**src/hdl/cbe_pkg.sv**
```systemverilog
// Shared types and constants for the cubic Bezier easing evaluator.
// Holds fixed-point formats, sequencer state codes and register indexes.
// No dependencies.
package cbe_pkg;

  // Formats: progress in Q16, internal values in signed Q4.28
  localparam int FRAC_BITS    = 16;
  localparam int NEWTON_STEPS = 4;
  localparam int QBITS        = 28;
  localparam int PROG_W       = 17;
  localparam int EASED_W      = 18;
  localparam int CTRL_W       = 7;
  localparam int CFG_IDX_W    = 3;

  // Datapath widths
  localparam int T_W     = 32;            // curve parameter t
  localparam int MAG_W   = 33;            // magnitude of an intermediate
  localparam int ACC_W   = MAG_W + 1;     // signed intermediate
  localparam int ADD_W   = ACC_W + 1;     // intermediate plus addend
  localparam int PROD_W  = MAG_W + T_W;   // shared multiplier product
  localparam int RND_W   = PROD_W - QBITS;
  localparam int COEF_W  = 32;
  localparam int NUM_W   = 11;            // hundredths numerator, signed
  localparam int NMAG_W  = NUM_W - 1;
  localparam int OSH     = QBITS - FRAC_BITS;
  localparam int OVF_SH  = MAG_W - QBITS;
  localparam int CNT_W   = $clog2(MAG_W);
  localparam int ITER_W  = (NEWTON_STEPS > 1) ? $clog2(NEWTON_STEPS) : 1;
  localparam int RES_W   = MAG_W - OSH + 2;

  localparam logic [MAG_W-1:0]  ACC_MAX = '1;
  localparam logic signed [ACC_W-1:0] ACC_MAX_S = {1'b0, ACC_MAX};
  localparam logic [PROD_W-1:0] HALF_Q  = PROD_W'(1) << (QBITS - 1);
  localparam logic [ACC_W-1:0]  HALF_O  = ACC_W'(1) << (OSH - 1);

  // Coefficient n/100 in Q28: n*floor(2^26/25) + floor((14n+12)/25)
  localparam logic [T_W-1:0] COEF_RECIP  = 32'd2684354;
  localparam logic [13:0]    COEF_REM    = 14'd14;
  localparam logic [13:0]    COEF_RND    = 14'd12;
  localparam logic [15:0]    DIV25_RECIP = 16'd41944;   // ceil(2^20/25)
  localparam int             DIV25_SHIFT = 20;
  localparam logic signed [NUM_W-1:0] NUM_ONE = 11'sd100;

  localparam logic signed [T_W-1:0] T_MAX = {1'b0, {(T_W-1){1'b1}}};
  localparam logic signed [T_W-1:0] T_MIN = {1'b1, {(T_W-1){1'b0}}};
  localparam logic signed [EASED_W-1:0] OUT_MIN = -18'sd65536;
  localparam logic signed [EASED_W-1:0] OUT_MAX = 18'sd131071;

  // Register indexes
  typedef enum logic [CFG_IDX_W-1:0] {
    CFG_X1 = 3'd0,
    CFG_X2 = 3'd1,
    CFG_Y1 = 3'd2,
    CFG_Y2 = 3'd3
  } cfg_idx_t;

  // Sequencer states
  typedef enum logic [3:0] {
    S_IDLE,
    S_COEF_MUL,
    S_COEF_WR,
    S_MAC_MUL,
    S_MAC_ADD,
    S_DIV_CHK,
    S_DIV,
    S_UPDATE,
    S_OUT
  } st_t;

  // Coefficient being built
  typedef enum logic [2:0] {
    C_XA, C_XB, C_XC, C_YA, C_YB, C_YC
  } coef_sel_t;

  // Multiply-accumulate micro-ops: slope, x(t) - x, then y(t)
  typedef enum logic [2:0] {
    M_SLOPE_A, M_SLOPE_B, M_FX_A, M_FX_B, M_FX_C, M_Y_A, M_Y_B, M_Y_C
  } mop_t;

endpackage

```
**src/hdl/cubic_bezier_ease_evaluator_core.sv**
```systemverilog
// Cubic Bezier easing evaluator: Newton-Raphson search for t, then y(t).
// One shared 33x32 multiplier and a radix-2 divider under a small sequencer.
// Depends on cbe_pkg.
//
// Usage:
//   Input channel (in_valid/in_ready, progress in unsigned Q16) takes one word
//   while the sequencer is idle. The result (eased, signed Q16, saturated)
//   appears on the output channel (out_valid/out_ready) and is held in an
//   output register until taken; the next input word is accepted meanwhile.
//   Configuration channel (cfg_valid/cfg_ready, cfg_index, cfg_data) writes
//   the four control-point registers; it is always ready and is meant to be
//   written only while the block is idle. Indexes beyond the list are dropped.
// Sequence:
//   The six curve coefficients are built first. Each Newton step runs five
//   multiply-accumulates (multiply, then add), one overflow check, the
//   bit-serial divider and one update, and y(t) follows with all four steps
//   done. A new word is taken only after the result is loaded into the output
//   register and the sequencer is back in idle. A zero slope ends the search
//   early. The bit-serial divider dominates.
// Reset:
//   Control points return to x1=0.42, x2=0.58, y1=0, y2=1; no word is pending.
//   A stalled receiver holds the result; the sequencer waits in its last state.
module cubic_bezier_ease_evaluator_core (
  input  logic                                  clk,
  input  logic                                  rst,
  input  logic                                  in_valid,
  output logic                                  in_ready,
  input  logic [cbe_pkg::PROG_W-1:0]            progress,
  output logic                                  out_valid,
  input  logic                                  out_ready,
  output logic signed [cbe_pkg::EASED_W-1:0]    eased,
  input  logic                                  cfg_valid,
  output logic                                  cfg_ready,
  input  logic [cbe_pkg::CFG_IDX_W-1:0]         cfg_index,
  input  logic [cbe_pkg::CTRL_W-1:0]            cfg_data
);
  import cbe_pkg::*;

  // Control state
  st_t                     state, state_next;
  mop_t                    mop;
  coef_sel_t               csel;
  logic [ITER_W-1:0]       iter;
  logic [CTRL_W-1:0]       ctrl_x1, ctrl_x2, ctrl_y1, ctrl_y2;
  logic                    out_load;

  // Datapath registers
  logic signed [COEF_W-1:0] coef_xa, coef_xb, coef_xc, coef_ya, coef_yb, coef_yc;
  logic signed [T_W-1:0]    val, t;
  logic signed [ACC_W-1:0]  acc, slope;
  logic [PROD_W-1:0]        prod;
  logic [NMAG_W-1:0]        rq;
  logic                     coef_neg, mac_neg, q_neg;
  logic [MAG_W-1:0]         rem, feed, quot;
  logic [CNT_W-1:0]         div_cnt;

  // Combinational datapath
  logic signed [NUM_W-1:0]  h1, h2, g1, g2, num;
  logic [NUM_W-1:0]         num_abs;
  logic [NMAG_W-1:0]        nmag;
  logic [13:0]              rq_in;
  logic [29:0]              rq_prod;
  logic [T_W-1:0]           cmag;
  logic signed [ACC_W-1:0]  mac_a;
  logic signed [ADD_W-1:0]  mac_add;
  logic [ACC_W-1:0]         a_abs;
  logic [T_W-1:0]           t_mag;
  logic [MAG_W-1:0]         mul_a;
  logic [T_W-1:0]           mul_b;
  logic [PROD_W-1:0]        rnd;
  logic [RND_W-1:0]         rq_mul;
  logic [MAG_W-1:0]         s_mag;
  logic signed [ADD_W-1:0]  s_sgn, mac_sum;
  logic signed [ACC_W-1:0]  mac_res;
  logic [ACC_W-1:0]         f_abs, sl_abs;
  logic [MAG_W-1:0]         f_mag, sl_mag;
  logic                     div_ovf, div_ge;
  logic [MAG_W:0]           trial;
  logic signed [ADD_W-1:0]  q_sgn, t_diff;
  logic signed [T_W-1:0]    t_upd;
  logic [ACC_W-1:0]         y_abs, y_sum;
  logic [RES_W-2:0]         y_m;
  logic signed [RES_W-1:0]  y_res;
  logic signed [EASED_W-1:0] eased_next;

  assign cfg_ready = 1'b1;

  // Configuration registers
  always_ff @(posedge clk) begin
    if (rst) begin
      ctrl_x1 <= 7'd42;
      ctrl_x2 <= 7'd58;
      ctrl_y1 <= 7'd0;
      ctrl_y2 <= 7'd100;
    end else if (cfg_valid && cfg_ready) begin
      case (cfg_idx_t'(cfg_index))
        CFG_X1:  ctrl_x1 <= cfg_data;
        CFG_X2:  ctrl_x2 <= cfg_data;
        CFG_Y1:  ctrl_y1 <= cfg_data;
        CFG_Y2:  ctrl_y2 <= cfg_data;
        default: ;
      endcase
    end
  end

  // Hundredths numerators of the coefficients
  assign h1 = signed'(NUM_W'(ctrl_x1));
  assign h2 = signed'(NUM_W'(ctrl_x2));
  assign g1 = signed'(NUM_W'(ctrl_y1));
  assign g2 = signed'(NUM_W'(ctrl_y2));

  always_comb begin
    case (csel)
      C_XA:    num = NUM_ONE - 11'sd3 * h2 + 11'sd3 * h1;
      C_XB:    num = 11'sd3 * h2 - 11'sd6 * h1;
      C_XC:    num = 11'sd3 * h1;
      C_YA:    num = NUM_ONE - 11'sd3 * g2 + 11'sd3 * g1;
      C_YB:    num = 11'sd3 * g2 - 11'sd6 * g1;
      C_YC:    num = 11'sd3 * g1;
      default: num = '0;
    endcase
  end

  assign num_abs = num[NUM_W-1] ? NUM_W'(-num) : NUM_W'(num);
  assign nmag    = num_abs[NMAG_W-1:0];
  // Rounding remainder term: floor((14n + 12) / 25) by reciprocal
  assign rq_in   = 14'(nmag) * COEF_REM + COEF_RND;
  assign rq_prod = rq_in * DIV25_RECIP;
  assign cmag    = prod[T_W-1:0] + T_W'(rq);

  // Operand and addend of the current multiply-accumulate
  always_comb begin
    case (mop)
      M_SLOPE_A: begin
        mac_a   = (ACC_W'(coef_xa) <<< 1) + ACC_W'(coef_xa);
        mac_add = ADD_W'(coef_xb) <<< 1;
      end
      M_SLOPE_B: begin
        mac_a   = acc;
        mac_add = ADD_W'(coef_xc);
      end
      M_FX_A: begin
        mac_a   = ACC_W'(coef_xa);
        mac_add = ADD_W'(coef_xb);
      end
      M_FX_B: begin
        mac_a   = acc;
        mac_add = ADD_W'(coef_xc);
      end
      M_FX_C: begin
        mac_a   = acc;
        mac_add = -ADD_W'(val);
      end
      M_Y_A: begin
        mac_a   = ACC_W'(coef_ya);
        mac_add = ADD_W'(coef_yb);
      end
      M_Y_B: begin
        mac_a   = acc;
        mac_add = ADD_W'(coef_yc);
      end
      M_Y_C: begin
        mac_a   = acc;
        mac_add = '0;
      end
      default: begin
        mac_a   = acc;
        mac_add = '0;
      end
    endcase
  end

  assign a_abs = mac_a[ACC_W-1] ? ACC_W'(-mac_a) : ACC_W'(mac_a);
  assign t_mag = t[T_W-1] ? T_W'(-t) : T_W'(t);

  // Shared multiplier operands
  always_comb begin
    if (state == S_COEF_MUL) begin
      mul_a = MAG_W'(nmag);
      mul_b = COEF_RECIP;
    end else begin
      mul_a = a_abs[MAG_W-1:0];
      mul_b = t_mag;
    end
  end

  // Round the product to Q28, saturate, apply sign, add, saturate
  assign rnd     = prod + HALF_Q;
  assign rq_mul  = rnd[PROD_W-1:QBITS];
  assign s_mag   = (rq_mul > RND_W'(ACC_MAX)) ? ACC_MAX : rq_mul[MAG_W-1:0];
  assign s_sgn   = mac_neg ? -signed'(ADD_W'(s_mag)) : signed'(ADD_W'(s_mag));
  assign mac_sum = s_sgn + mac_add;

  always_comb begin
    if (mac_sum > ADD_W'(ACC_MAX_S))
      mac_res = ACC_MAX_S;
    else if (mac_sum < -ADD_W'(ACC_MAX_S))
      mac_res = -ACC_MAX_S;
    else
      mac_res = mac_sum[ACC_W-1:0];
  end

  // Divider: |x(t) - x| * 2^28 / |slope|
  assign f_abs   = acc[ACC_W-1] ? ACC_W'(-acc) : ACC_W'(acc);
  assign sl_abs  = slope[ACC_W-1] ? ACC_W'(-slope) : ACC_W'(slope);
  assign f_mag   = f_abs[MAG_W-1:0];
  assign sl_mag  = sl_abs[MAG_W-1:0];
  assign div_ovf = {{OVF_SH{1'b0}}, f_mag} >= {sl_mag, {OVF_SH{1'b0}}};
  assign trial   = {rem, feed[MAG_W-1]};
  assign div_ge  = trial >= {1'b0, sl_mag};

  // Newton update t - q, saturated to the range of t
  assign q_sgn  = q_neg ? -signed'(ADD_W'(quot)) : signed'(ADD_W'(quot));
  assign t_diff = ADD_W'(t) - q_sgn;

  always_comb begin
    if (t_diff > ADD_W'(T_MAX))
      t_upd = T_MAX;
    else if (t_diff < ADD_W'(T_MIN))
      t_upd = T_MIN;
    else
      t_upd = t_diff[T_W-1:0];
  end

  // Output rounding to Q16 and saturation
  assign y_abs = acc[ACC_W-1] ? ACC_W'(-acc) : ACC_W'(acc);
  assign y_sum = y_abs + HALF_O;
  assign y_m   = y_sum[ACC_W-1:OSH];
  assign y_res = acc[ACC_W-1] ? -signed'({1'b0, y_m}) : signed'({1'b0, y_m});

  always_comb begin
    if (y_res < RES_W'(OUT_MIN))
      eased_next = OUT_MIN;
    else if (y_res > RES_W'(OUT_MAX))
      eased_next = OUT_MAX;
    else
      eased_next = y_res[EASED_W-1:0];
  end

  // Next state
  always_comb begin
    state_next = state;
    case (state)
      S_IDLE:     if (in_valid) state_next = S_COEF_MUL;
      S_COEF_MUL: state_next = S_COEF_WR;
      S_COEF_WR:  state_next = (csel == C_YC) ? S_MAC_MUL : S_COEF_MUL;
      S_MAC_MUL:  state_next = S_MAC_ADD;
      S_MAC_ADD: begin
        if (mop == M_FX_C)
          state_next = S_DIV_CHK;
        else if (mop == M_Y_C)
          state_next = S_OUT;
        else
          state_next = S_MAC_MUL;
      end
      S_DIV_CHK:  state_next = div_ovf ? S_UPDATE : S_DIV;
      S_DIV:      if (div_cnt == '0) state_next = S_UPDATE;
      S_UPDATE:   state_next = S_MAC_MUL;
      S_OUT:      if (out_load) state_next = S_IDLE;
      default:    state_next = S_IDLE;
    endcase
  end

  // Handshake outputs
  always_comb begin
    in_ready = (state == S_IDLE);
    out_load = (state == S_OUT) && (!out_valid || out_ready);
  end

  // Sequencer registers
  always_ff @(posedge clk) begin
    if (rst) begin
      state     <= S_IDLE;
      mop       <= M_SLOPE_A;
      csel      <= C_XA;
      iter      <= '0;
      out_valid <= 1'b0;
    end else begin
      state <= state_next;
      if (out_load)
        out_valid <= 1'b1;
      else if (out_ready)
        out_valid <= 1'b0;
      case (state)
        S_IDLE: begin
          if (in_valid) begin
            mop  <= M_SLOPE_A;
            csel <= C_XA;
            iter <= '0;
          end
        end
        S_COEF_WR: begin
          if (csel != C_YC) csel <= coef_sel_t'(csel + 3'd1);
        end
        S_MAC_ADD: begin
          // a zero slope ends the search with the current t
          if (mop == M_SLOPE_B && mac_res == '0)
            mop <= M_Y_A;
          else if (mop != M_FX_C && mop != M_Y_C)
            mop <= mop_t'(mop + 3'd1);
        end
        S_UPDATE: begin
          if (iter == ITER_W'(NEWTON_STEPS - 1)) begin
            mop <= M_Y_A;
          end else begin
            mop  <= M_SLOPE_A;
            iter <= iter + 1'b1;
          end
        end
        default: ;
      endcase
    end
  end

  // Datapath registers
  always_ff @(posedge clk) begin
    case (state)
      S_IDLE: begin
        if (in_valid) begin
          val <= signed'(T_W'({progress, {OSH{1'b0}}}));
          t   <= signed'(T_W'({progress, {OSH{1'b0}}}));
        end
      end
      S_COEF_MUL: begin
        prod     <= mul_a * mul_b;
        rq       <= rq_prod[DIV25_SHIFT +: NMAG_W];
        coef_neg <= num[NUM_W-1];
      end
      S_COEF_WR: begin
        case (csel)
          C_XA:    coef_xa <= coef_neg ? -signed'(cmag) : signed'(cmag);
          C_XB:    coef_xb <= coef_neg ? -signed'(cmag) : signed'(cmag);
          C_XC:    coef_xc <= coef_neg ? -signed'(cmag) : signed'(cmag);
          C_YA:    coef_ya <= coef_neg ? -signed'(cmag) : signed'(cmag);
          C_YB:    coef_yb <= coef_neg ? -signed'(cmag) : signed'(cmag);
          C_YC:    coef_yc <= coef_neg ? -signed'(cmag) : signed'(cmag);
          default: ;
        endcase
      end
      S_MAC_MUL: begin
        prod    <= mul_a * mul_b;
        mac_neg <= mac_a[ACC_W-1] ^ t[T_W-1];
      end
      S_MAC_ADD: begin
        acc <= mac_res;
        if (mop == M_SLOPE_B) slope <= mac_res;
      end
      S_DIV_CHK: begin
        q_neg   <= acc[ACC_W-1] ^ slope[ACC_W-1];
        rem     <= MAG_W'(f_mag[MAG_W-1:OVF_SH]);
        feed    <= {f_mag[OVF_SH-1:0], {QBITS{1'b0}}};
        quot    <= div_ovf ? ACC_MAX : '0;
        div_cnt <= CNT_W'(MAG_W - 1);
      end
      S_DIV: begin
        // one quotient bit per cycle, remainder stays below the divisor
        rem     <= div_ge ? MAG_W'(trial - {1'b0, sl_mag}) : trial[MAG_W-1:0];
        quot    <= {quot[MAG_W-2:0], div_ge};
        feed    <= feed << 1;
        div_cnt <= div_cnt - 1'b1;
      end
      S_UPDATE: t <= t_upd;
      default: ;
    endcase
  end

  // Output register
  always_ff @(posedge clk) begin
    if (out_load) eased <= eased_next;
  end

  // Checks
  a_div_rem_below: assert property (@(posedge clk) disable iff (rst)
    (state == S_DIV) |-> (rem < sl_mag))
    else $error("divider remainder not below divisor");

  a_div_nonzero: assert property (@(posedge clk) disable iff (rst)
    (state == S_DIV_CHK) |-> (slope != '0))
    else $error("division entered with zero slope");

  a_acc_range: assert property (@(posedge clk) disable iff (rst)
    (state == S_DIV_CHK) |-> ((acc <= ACC_MAX_S) && (acc >= -ACC_MAX_S)))
    else $error("intermediate outside saturation range");

  a_accept_start: assert property (@(posedge clk) disable iff (rst)
    (in_valid && in_ready) |=> ((state == S_COEF_MUL) && (csel == C_XA)
                                && (mop == M_SLOPE_A)))
    else $error("accepted word did not start the coefficient pass");

  a_out_from_seq: assert property (@(posedge clk) disable iff (rst)
    $rose(out_valid) |-> ($past(state) == S_OUT))
    else $error("result word raised outside the output state");

endmodule
```
**config.mk**
```make
export PLATFORM = sky130hd
export DESIGN_NAME = cubic_bezier_ease_evaluator_core
export DESIGN_NICKNAME = d
export VERILOG_FILES = /design/src/hdl/cbe_pkg.sv /design/src/hdl/cubic_bezier_ease_evaluator_core.sv
export SDC_FILE = /design/constraint.sdc
export NUM_CORES = 2
export LEC_CHECK = 0
export ABC_AREA = 1
export ABC_CLOCK_PERIOD_IN_PS = 12500
export BUFFER_PORTS_ARGS = -buffer_cell sky130_fd_sc_hd__buf_4
export CORE_MARGIN = 5
export CORE_UTILIZATION = 50
export CTS_BUF_LIST = sky130_fd_sc_hd__clkbuf_4 sky130_fd_sc_hd__clkbuf_8 sky130_fd_sc_hd__clkbuf_16
export DETAILED_ROUTE_END_ITERATION = 8
export PLACE_DENSITY = 0.65
export SETUP_SLACK_MARGIN = 0.2
export SYNTH_ARGS = -nofsm -noshare
export SYNTH_HDL_FRONTEND = slang
export SYNTH_SLANG_ARGS = --single-unit
```
**constraint.sdc**
```tcl
create_clock -name clk -period 12.5 [get_ports clk]
set_input_delay 0.625 -clock clk [delete_from_list [all_inputs] [get_ports clk]]
set_output_delay 0.625 -clock clk [all_outputs]
set_load 0.05 [all_outputs]
```
After elaboration in Yosys (flattened, before gate mapping) --
Index checks and enable logic that the tools add are counted.
Word-level totals: register bits after elaboration 551, bits of input ports 32, word-level logic and storage cells 196
Operators by class: add/subtract/negate cells 28, multipliers 9, $lt $le $gt $ge 9, equal/unequal tests 33, muxes and demuxes 48, bitwise gates (word level) 2, reduce and logical (&&, ||, !) cells 37
Operator list (count):
- 35-bit one-hot mux with 7 select lines | 1
- 33-bit two-way mux | 6
- 33-bit one-hot mux with 2 select lines | 3
- 32-bit two-way mux | 6
- 34-bit one-hot mux with 4 select lines | 1
- 34-bit two-way mux | 3
- 35-bit two-way mux | 2
- 33-bit negator with 35-bit output | 2
- 33-bit negator | 2
- 11-bit one-hot mux with 6 select lines | 1
- 65-bit by 28-bit adder with 65-bit output (second input constant) | 1
- 33-bit by 32-bit multiplier with 65-bit output | 1
- 32-bit negator | 2
- 32-bit one-hot mux with 2 select lines | 1
- 2-bit by 7-bit multiplier with 9-bit output (first input constant) | 6
- 33-bit by 38-bit >= comparator with 1-bit output | 1
- 37-bit by 33-bit > comparator with 1-bit output (second input constant) | 1
- 4-bit one-hot mux with 9 select lines | 1
- 35-bit adder | 1
- 35-bit by 32-bit > comparator with 1-bit output (second input constant) | 1
- 35-bit by 34-bit > comparator with 1-bit output (second input constant) | 1
- 35-bit by 32-bit < comparator with 1-bit output (second input constant) | 1
- 35-bit by 34-bit < comparator with 1-bit output (second input constant) | 1
- 29-bit negator with 35-bit output | 1
- other kinds (55) | 119

Logic depth before layout (Yosys ltp) --
depth after elaboration 13, gate-level depth with buffers 64, mapped depth without buffers 62

Least setup slack after synthesis --
No wires, ideal clock.
path kind register to register, from register ctrl_x1[1], to register prod[64], data pin, library setup time 0.260 ns, data arrival time 10.742 ns, data required time 12.240 ns, setup slack 1.498 ns, stages on the path, launching flop included 56, buffers on the path 1, period minus slack after synthesis 11.002 ns, path through dfxtp_1 > ha_1 > fa_1 > or2_2 > nand2_1 > inv_1 > ha_1 > ha_1 > inv_1 > o31ai_1 > and2_1 > nor2_1 > o21ai_0 > inv_1 > nor2_1 > o221ai_1 > a211oi_1 > o31ai_1 > [20 not listed] > a21oi_1 > inv_1 > a31oi_1 > o21ai_0 > nand2_1 > nand2_1 > nand2_1 > nand2_1 > a21o_1 > nand2_1 > nand2_1 > nand2_1 > nand2_1 > a21boi_0 > o21ai_0 > nand3_1 > nand2_1 > xor2_1
On the way: cells in the longest elaborated chain, start to end 7, elaborated cells between the ends (all ways) 9, those cells by class add/sub: 3; mul: 3; mux: 3
RTL lines:
- from (decl) | line cubic_bezier_ease_evaluator_core.sv:44 | logic [CTRL_W-1:0] ctrl_x1, ctrl_x2, ctrl_y1, ctrl_y2;
- from (signal assigned) | line cubic_bezier_ease_evaluator_core.sv:97 | CFG_X1: ctrl_x1 <= cfg_data;
- 2-bit by 7-bit multiplier with 9-bit output | line cubic_bezier_ease_evaluator_core.sv:114, cubic_bezier_ease_evaluator_core.sv:115, cubic_bezier_ease_evaluator_core.sv:116
- 11-bit adder / 9-bit by 10-bit subtractor with 11-bit output (equally long branches) | line cubic_bezier_ease_evaluator_core.sv:114, cubic_bezier_ease_evaluator_core.sv:115
- 11-bit one-hot mux with 6 select lines * | line cubic_bezier_ease_evaluator_core.sv:113 | case (csel)
- 10-bit negator | line cubic_bezier_ease_evaluator_core.sv:124 | assign num_abs = num[NUM_W-1] ? NUM_W'(-num) : NUM_W'(num);
- 10-bit two-way mux * | line cubic_bezier_ease_evaluator_core.sv:124
- 33-bit two-way mux * | line cubic_bezier_ease_evaluator_core.sv:178 | if (state == S_COEF_MUL) begin
- 33-bit by 32-bit multiplier with 65-bit output * | line cubic_bezier_ease_evaluator_core.sv:325, cubic_bezier_ease_evaluator_core.sv:341
- to (signal assigned) | line cubic_bezier_ease_evaluator_core.sv:325 | prod <= mul_a * mul_b;
- to (signal assigned) | line cubic_bezier_ease_evaluator_core.sv:341 | prod <= mul_a * mul_b;
- to (decl) | line cubic_bezier_ease_evaluator_core.sv:51 | logic [PROD_W-1:0] prod;
Every way passes the cells marked *; elsewhere a longest branch is shown, timed or not. A chain may end at the register's enable or synchronous reset.

Worst setup path after layout --
from register coef_xa[1], to register prod[62], data pin
On the way: cells in the longest elaborated chain, start to end 6
RTL lines:
- from (decl) | line cubic_bezier_ease_evaluator_core.sv:48 | logic signed [COEF_W-1:0] coef_xa, coef_xb, coef_xc, coef_ya, coef_yb, coef_yc;
- from (signal assigned) | line cubic_bezier_ease_evaluator_core.sv:331 | C_XA: coef_xa <= coef_neg ? -signed'(cmag) : signed'(cmag);
- 33-bit by 32-bit adder with 34-bit output | line cubic_bezier_ease_evaluator_core.sv:135 | mac_a = (ACC_W'(coef_xa) <<< 1) + ACC_W'(coef_xa);
- 34-bit one-hot mux with 4 select lines * | line cubic_bezier_ease_evaluator_core.sv:133 | case (mop)
- 33-bit negator | line cubic_bezier_ease_evaluator_core.sv:173 | assign a_abs = mac_a[ACC_W-1] ? ACC_W'(-mac_a) : ACC_W'(mac_a);
- 33-bit two-way mux * | line cubic_bezier_ease_evaluator_core.sv:173
- 33-bit two-way mux * | line cubic_bezier_ease_evaluator_core.sv:178
- 33-bit by 32-bit multiplier with 65-bit output * | line cubic_bezier_ease_evaluator_core.sv:325, cubic_bezier_ease_evaluator_core.sv:341
Marked as above.

==> metrics.txt <==
DRC 0; fraction of layout cells with a size suffix above 1 under 10%; clock skew ~0.048 ns; worst endpoint data arrival time between 10 and 15 ns; CTS tree yes; Starting DRT DRC Count roughly 6,100; Synthesized Nets between 10,000 and 15,000; area occupied by multi-input gates ~54,000 sq um; FF+latch area ~15,000 sq um; Final Critical Period 11.83 ns; gpl congestion ~1.0; mapped cell area between 70,000 and 80,000 sq um; first-pass GRT wire length roughly 430,000 microns; Fmax 0.08452 GHz; Syn Inst Count between 9,000 and 10,000; Post-synth EDFFs slightly below 500; Final #Nets 11,330; cell mode on critical path inv_1; grt total ovfl 0; I/O pins 53; asr flop ratio synth 0%; unrepaired setup endpoints after global routing no; fin crit share a little over nine tenths; die width 404.6 microns; DRT antenna net count 0; Critical Path Sink Type flip-flop; number of global-route vias before repair 68,120; Clock Pin Slew Worst Setup and Hold Paths approximately 0.060 ns; Clock Latency Late Sink ~0.71 ns; Slew HR 12.55%; vias per cell 5.744; clk root buf clkbuf_16; vias 67,440; row count 144; CTS Buf Count a little under 60; height of the chip 404.6 microns; htree depth 2; Mean Syn Cell Area around 8.1 sq um; Max-Cap Viols 0; CP Data Required Time between 10 and 15 ns; Yosys warnings 0; initial antenna violation count 14; DP Wirelength 238,400 microns; initial core utilization between 50 and 60%; CP peak stage delay between 0.7 and 0.8 ns; fillcell total ~15,000; Critical Path Start Type flip-flop; Syn-to-layout area delta 7.778%; Final setup viols 0; Max FO, Critical Path 18; largest net degree at the start of global routing around 150; All-Layer GR Usage roughly 36%; Total Wirelength between 200,000 and 300,000 microns; Synth Flop Type edfxtp_1; final hold vios 0; DR WL/cell 24.84 microns; DR pass1 iterations 8; critical setup path kind flip-flop to flip-flop; CP max-delay cell fa_1; Worst Tran Pin Value approximately 1.3 ns; max-slew violation count 0; status finished clean; CORE AREA between 150,000 and 200,000 sq um; Yosys reg bits about 520; final setup TNS 0 ns; Hold Path Class input pin to flip-flop; CTS Sinks 523; port bufs 51; sequential-to-total area share from yosys stat between 15 and 20%; synth unique cells 78; Max Root-Sink Buffers 3; Die ar. 163,700 sq um
==> layout by cell type, fill, tap and decap left out, drive strengths merged, types with 6 or more instances in the layout <==
cell     count
inv       1946
nand2     1876
fa        1006
nor2       992
ha         642
edfxtp     482
a21oi      410
xor2       329
o21ai      319
buf        303
nand4      291
nand3      276
xnor2      127
nor3       114
clkbuf      74
a31oi       51
dfxtp       41
nor4        36
clkinv      35
o22ai       29
or2         28
a221oi      26
a21boi      25
o21bai      24
a22oi       23
o31ai       23
o211ai      19
a21o        18
o2111ai     17
o21a        15
o221ai      14
nand3b      13
and2        12
a41oi       10
a211oi       9
a22o         6
==> repair_timing <==
item | in CTS | in global routing
endpoints found under the setup margin | 3 | 31
hold buffers | 0 | 0
buffers inserted | 0 | 9
pin swaps | 0 | 12
gates resized for setup | 1 | 84
cloned | 0 | 0
==> registers in the layout (all words and copies together), names as in the netlist, 17 cells and up <==
name,cells
prod,65
acc,34
slope,34
quot,33
rem,33
coef_xa,32
coef_xb,32
coef_xc,32
coef_ya,32
coef_yb,32
coef_yc,32
t,32
eased,18
val,17
==> path summary, 6_finish.rpt <==
| path | end | from | slack [ns] | cells past startpoint |
|---|---|---|---|---|
| max | prod[62] | coef_xa[1] | 0.67 | 47 |
| max reg2reg | prod[62] | coef_xa[1] | 0.67 | 47 |
| min | val[22] | progress[10] | 0.13 | 1 |
| min reg2reg | ctrl_y2[0] | ctrl_y2[0] | 0.50 | 2 |
==> synthesized netlist by cell type (all sizes together) (17+ instances only) <==
cell type | number | area, sq um
nor2 | 992 | 3834
a21boi | 25 | 187.7
nor4 | 36 | 225.2
xor2 | 329 | 2919
o211ai | 19 | 142.6
nand2 | 1876 | 7124
xnor2 | 127 | 1112
or2 | 28 | 175.2
clkbuf | 206 | 774.5
o22ai | 29 | 181.4
a21oi | 410 | 2052
a22oi | 23 | 172.7
o2111ai | 17 | 148.9
nand3 | 276 | 1509
nand4 | 291 | 1842
inv | 1942 | 7297
a21o | 18 | 135.1
buf | 96 | 544.3
dfxtp | 41 | 820.8
o31ai | 23 | 186.4
o21bai | 24 | 191.4
fa | 1006 | 20140
a31oi | 51 | 319.1
nor3 | 114 | 581.8
edfxtp | 482 | 14470
a221oi | 26 | 227.7
ha | 642 | 8033
o21ai | 319 | 1615
==> critical path: cells and delay by family, from the launching register on <==
| family | cells | cell delay, ns |
|---|---|---|
| AOI/OAI and AO/OA | 11 | 2.18 |
| xor gates and xnor gates | 3 | 0.68 |
| DFF | 1 | 0.46 |
| and+or+nand+nor | 13 | 2.01 |
| buffers and inverters | 10 | 1.12 |
| adders and majority gates | 10 | 5.06 |
==> cells by family (layout without fill, tap and decap cells) <==
logic type	count (synthesis)	count (layout)	synth area share [%]
fa+ha+maj	1648	1648	36.18
buf+inv	2258	2364	11.13
simple gates	3651	3651	19.97
other cells	1	3	0.004816
xor+xnor	456	456	5.177
flops	523	523	19.64
compound gates	1053	1053	7.896
==> layer usage <==
metal | GRT usage, % | part of all wire (%) | wire (microns)
met5 | 0 | 0.0082 | 24
met2 | 57.02 | 45 | 131500
met1 | 44.88 | 39 | 112400
met4 | 22.55 | 8.1 | 23570
met3 | 5.953 | 8.3 | 24250
==> per-stage QoR <==
step           hold WS [ns]  setup WS (ns)  instances  utilization (%)  area (sq um)
2_1_floorplan        0.4612          1.498       9590                -         77870
3_3_place_gp         0.4875         0.4178      11630            52.84         81580
3_5_place_dp         0.4922         0.1950      11630            52.84         81580
4_1_cts             0.08729         0.2401      11730            54.09         83520
5_1_grt              0.1001         0.1723      11740            54.35         83920
6_report             0.1319         0.6691      11740            54.36         83930
==> final cells by class <==
| type | count | area share (%) |
|---|---|---|
| Tap cell | 2044 | 3.047 |
| Clock buffer | 74 | 1.914 |
| Timing Repair Buffer | 303 | 2.850 |
| Antenna cell | 2 | 0.005963 |
| Sequential cell | 523 | 18.22 |
| Clock inverter | 31 | 0.3921 |
| Multi-Input combinational cell | 6809 | 64.80 |
| Inverter | 1956 | 8.766 |
Power is not shown: default switching activity piles up to over one toggle a cycle in this logic, so the estimate is an artifact.
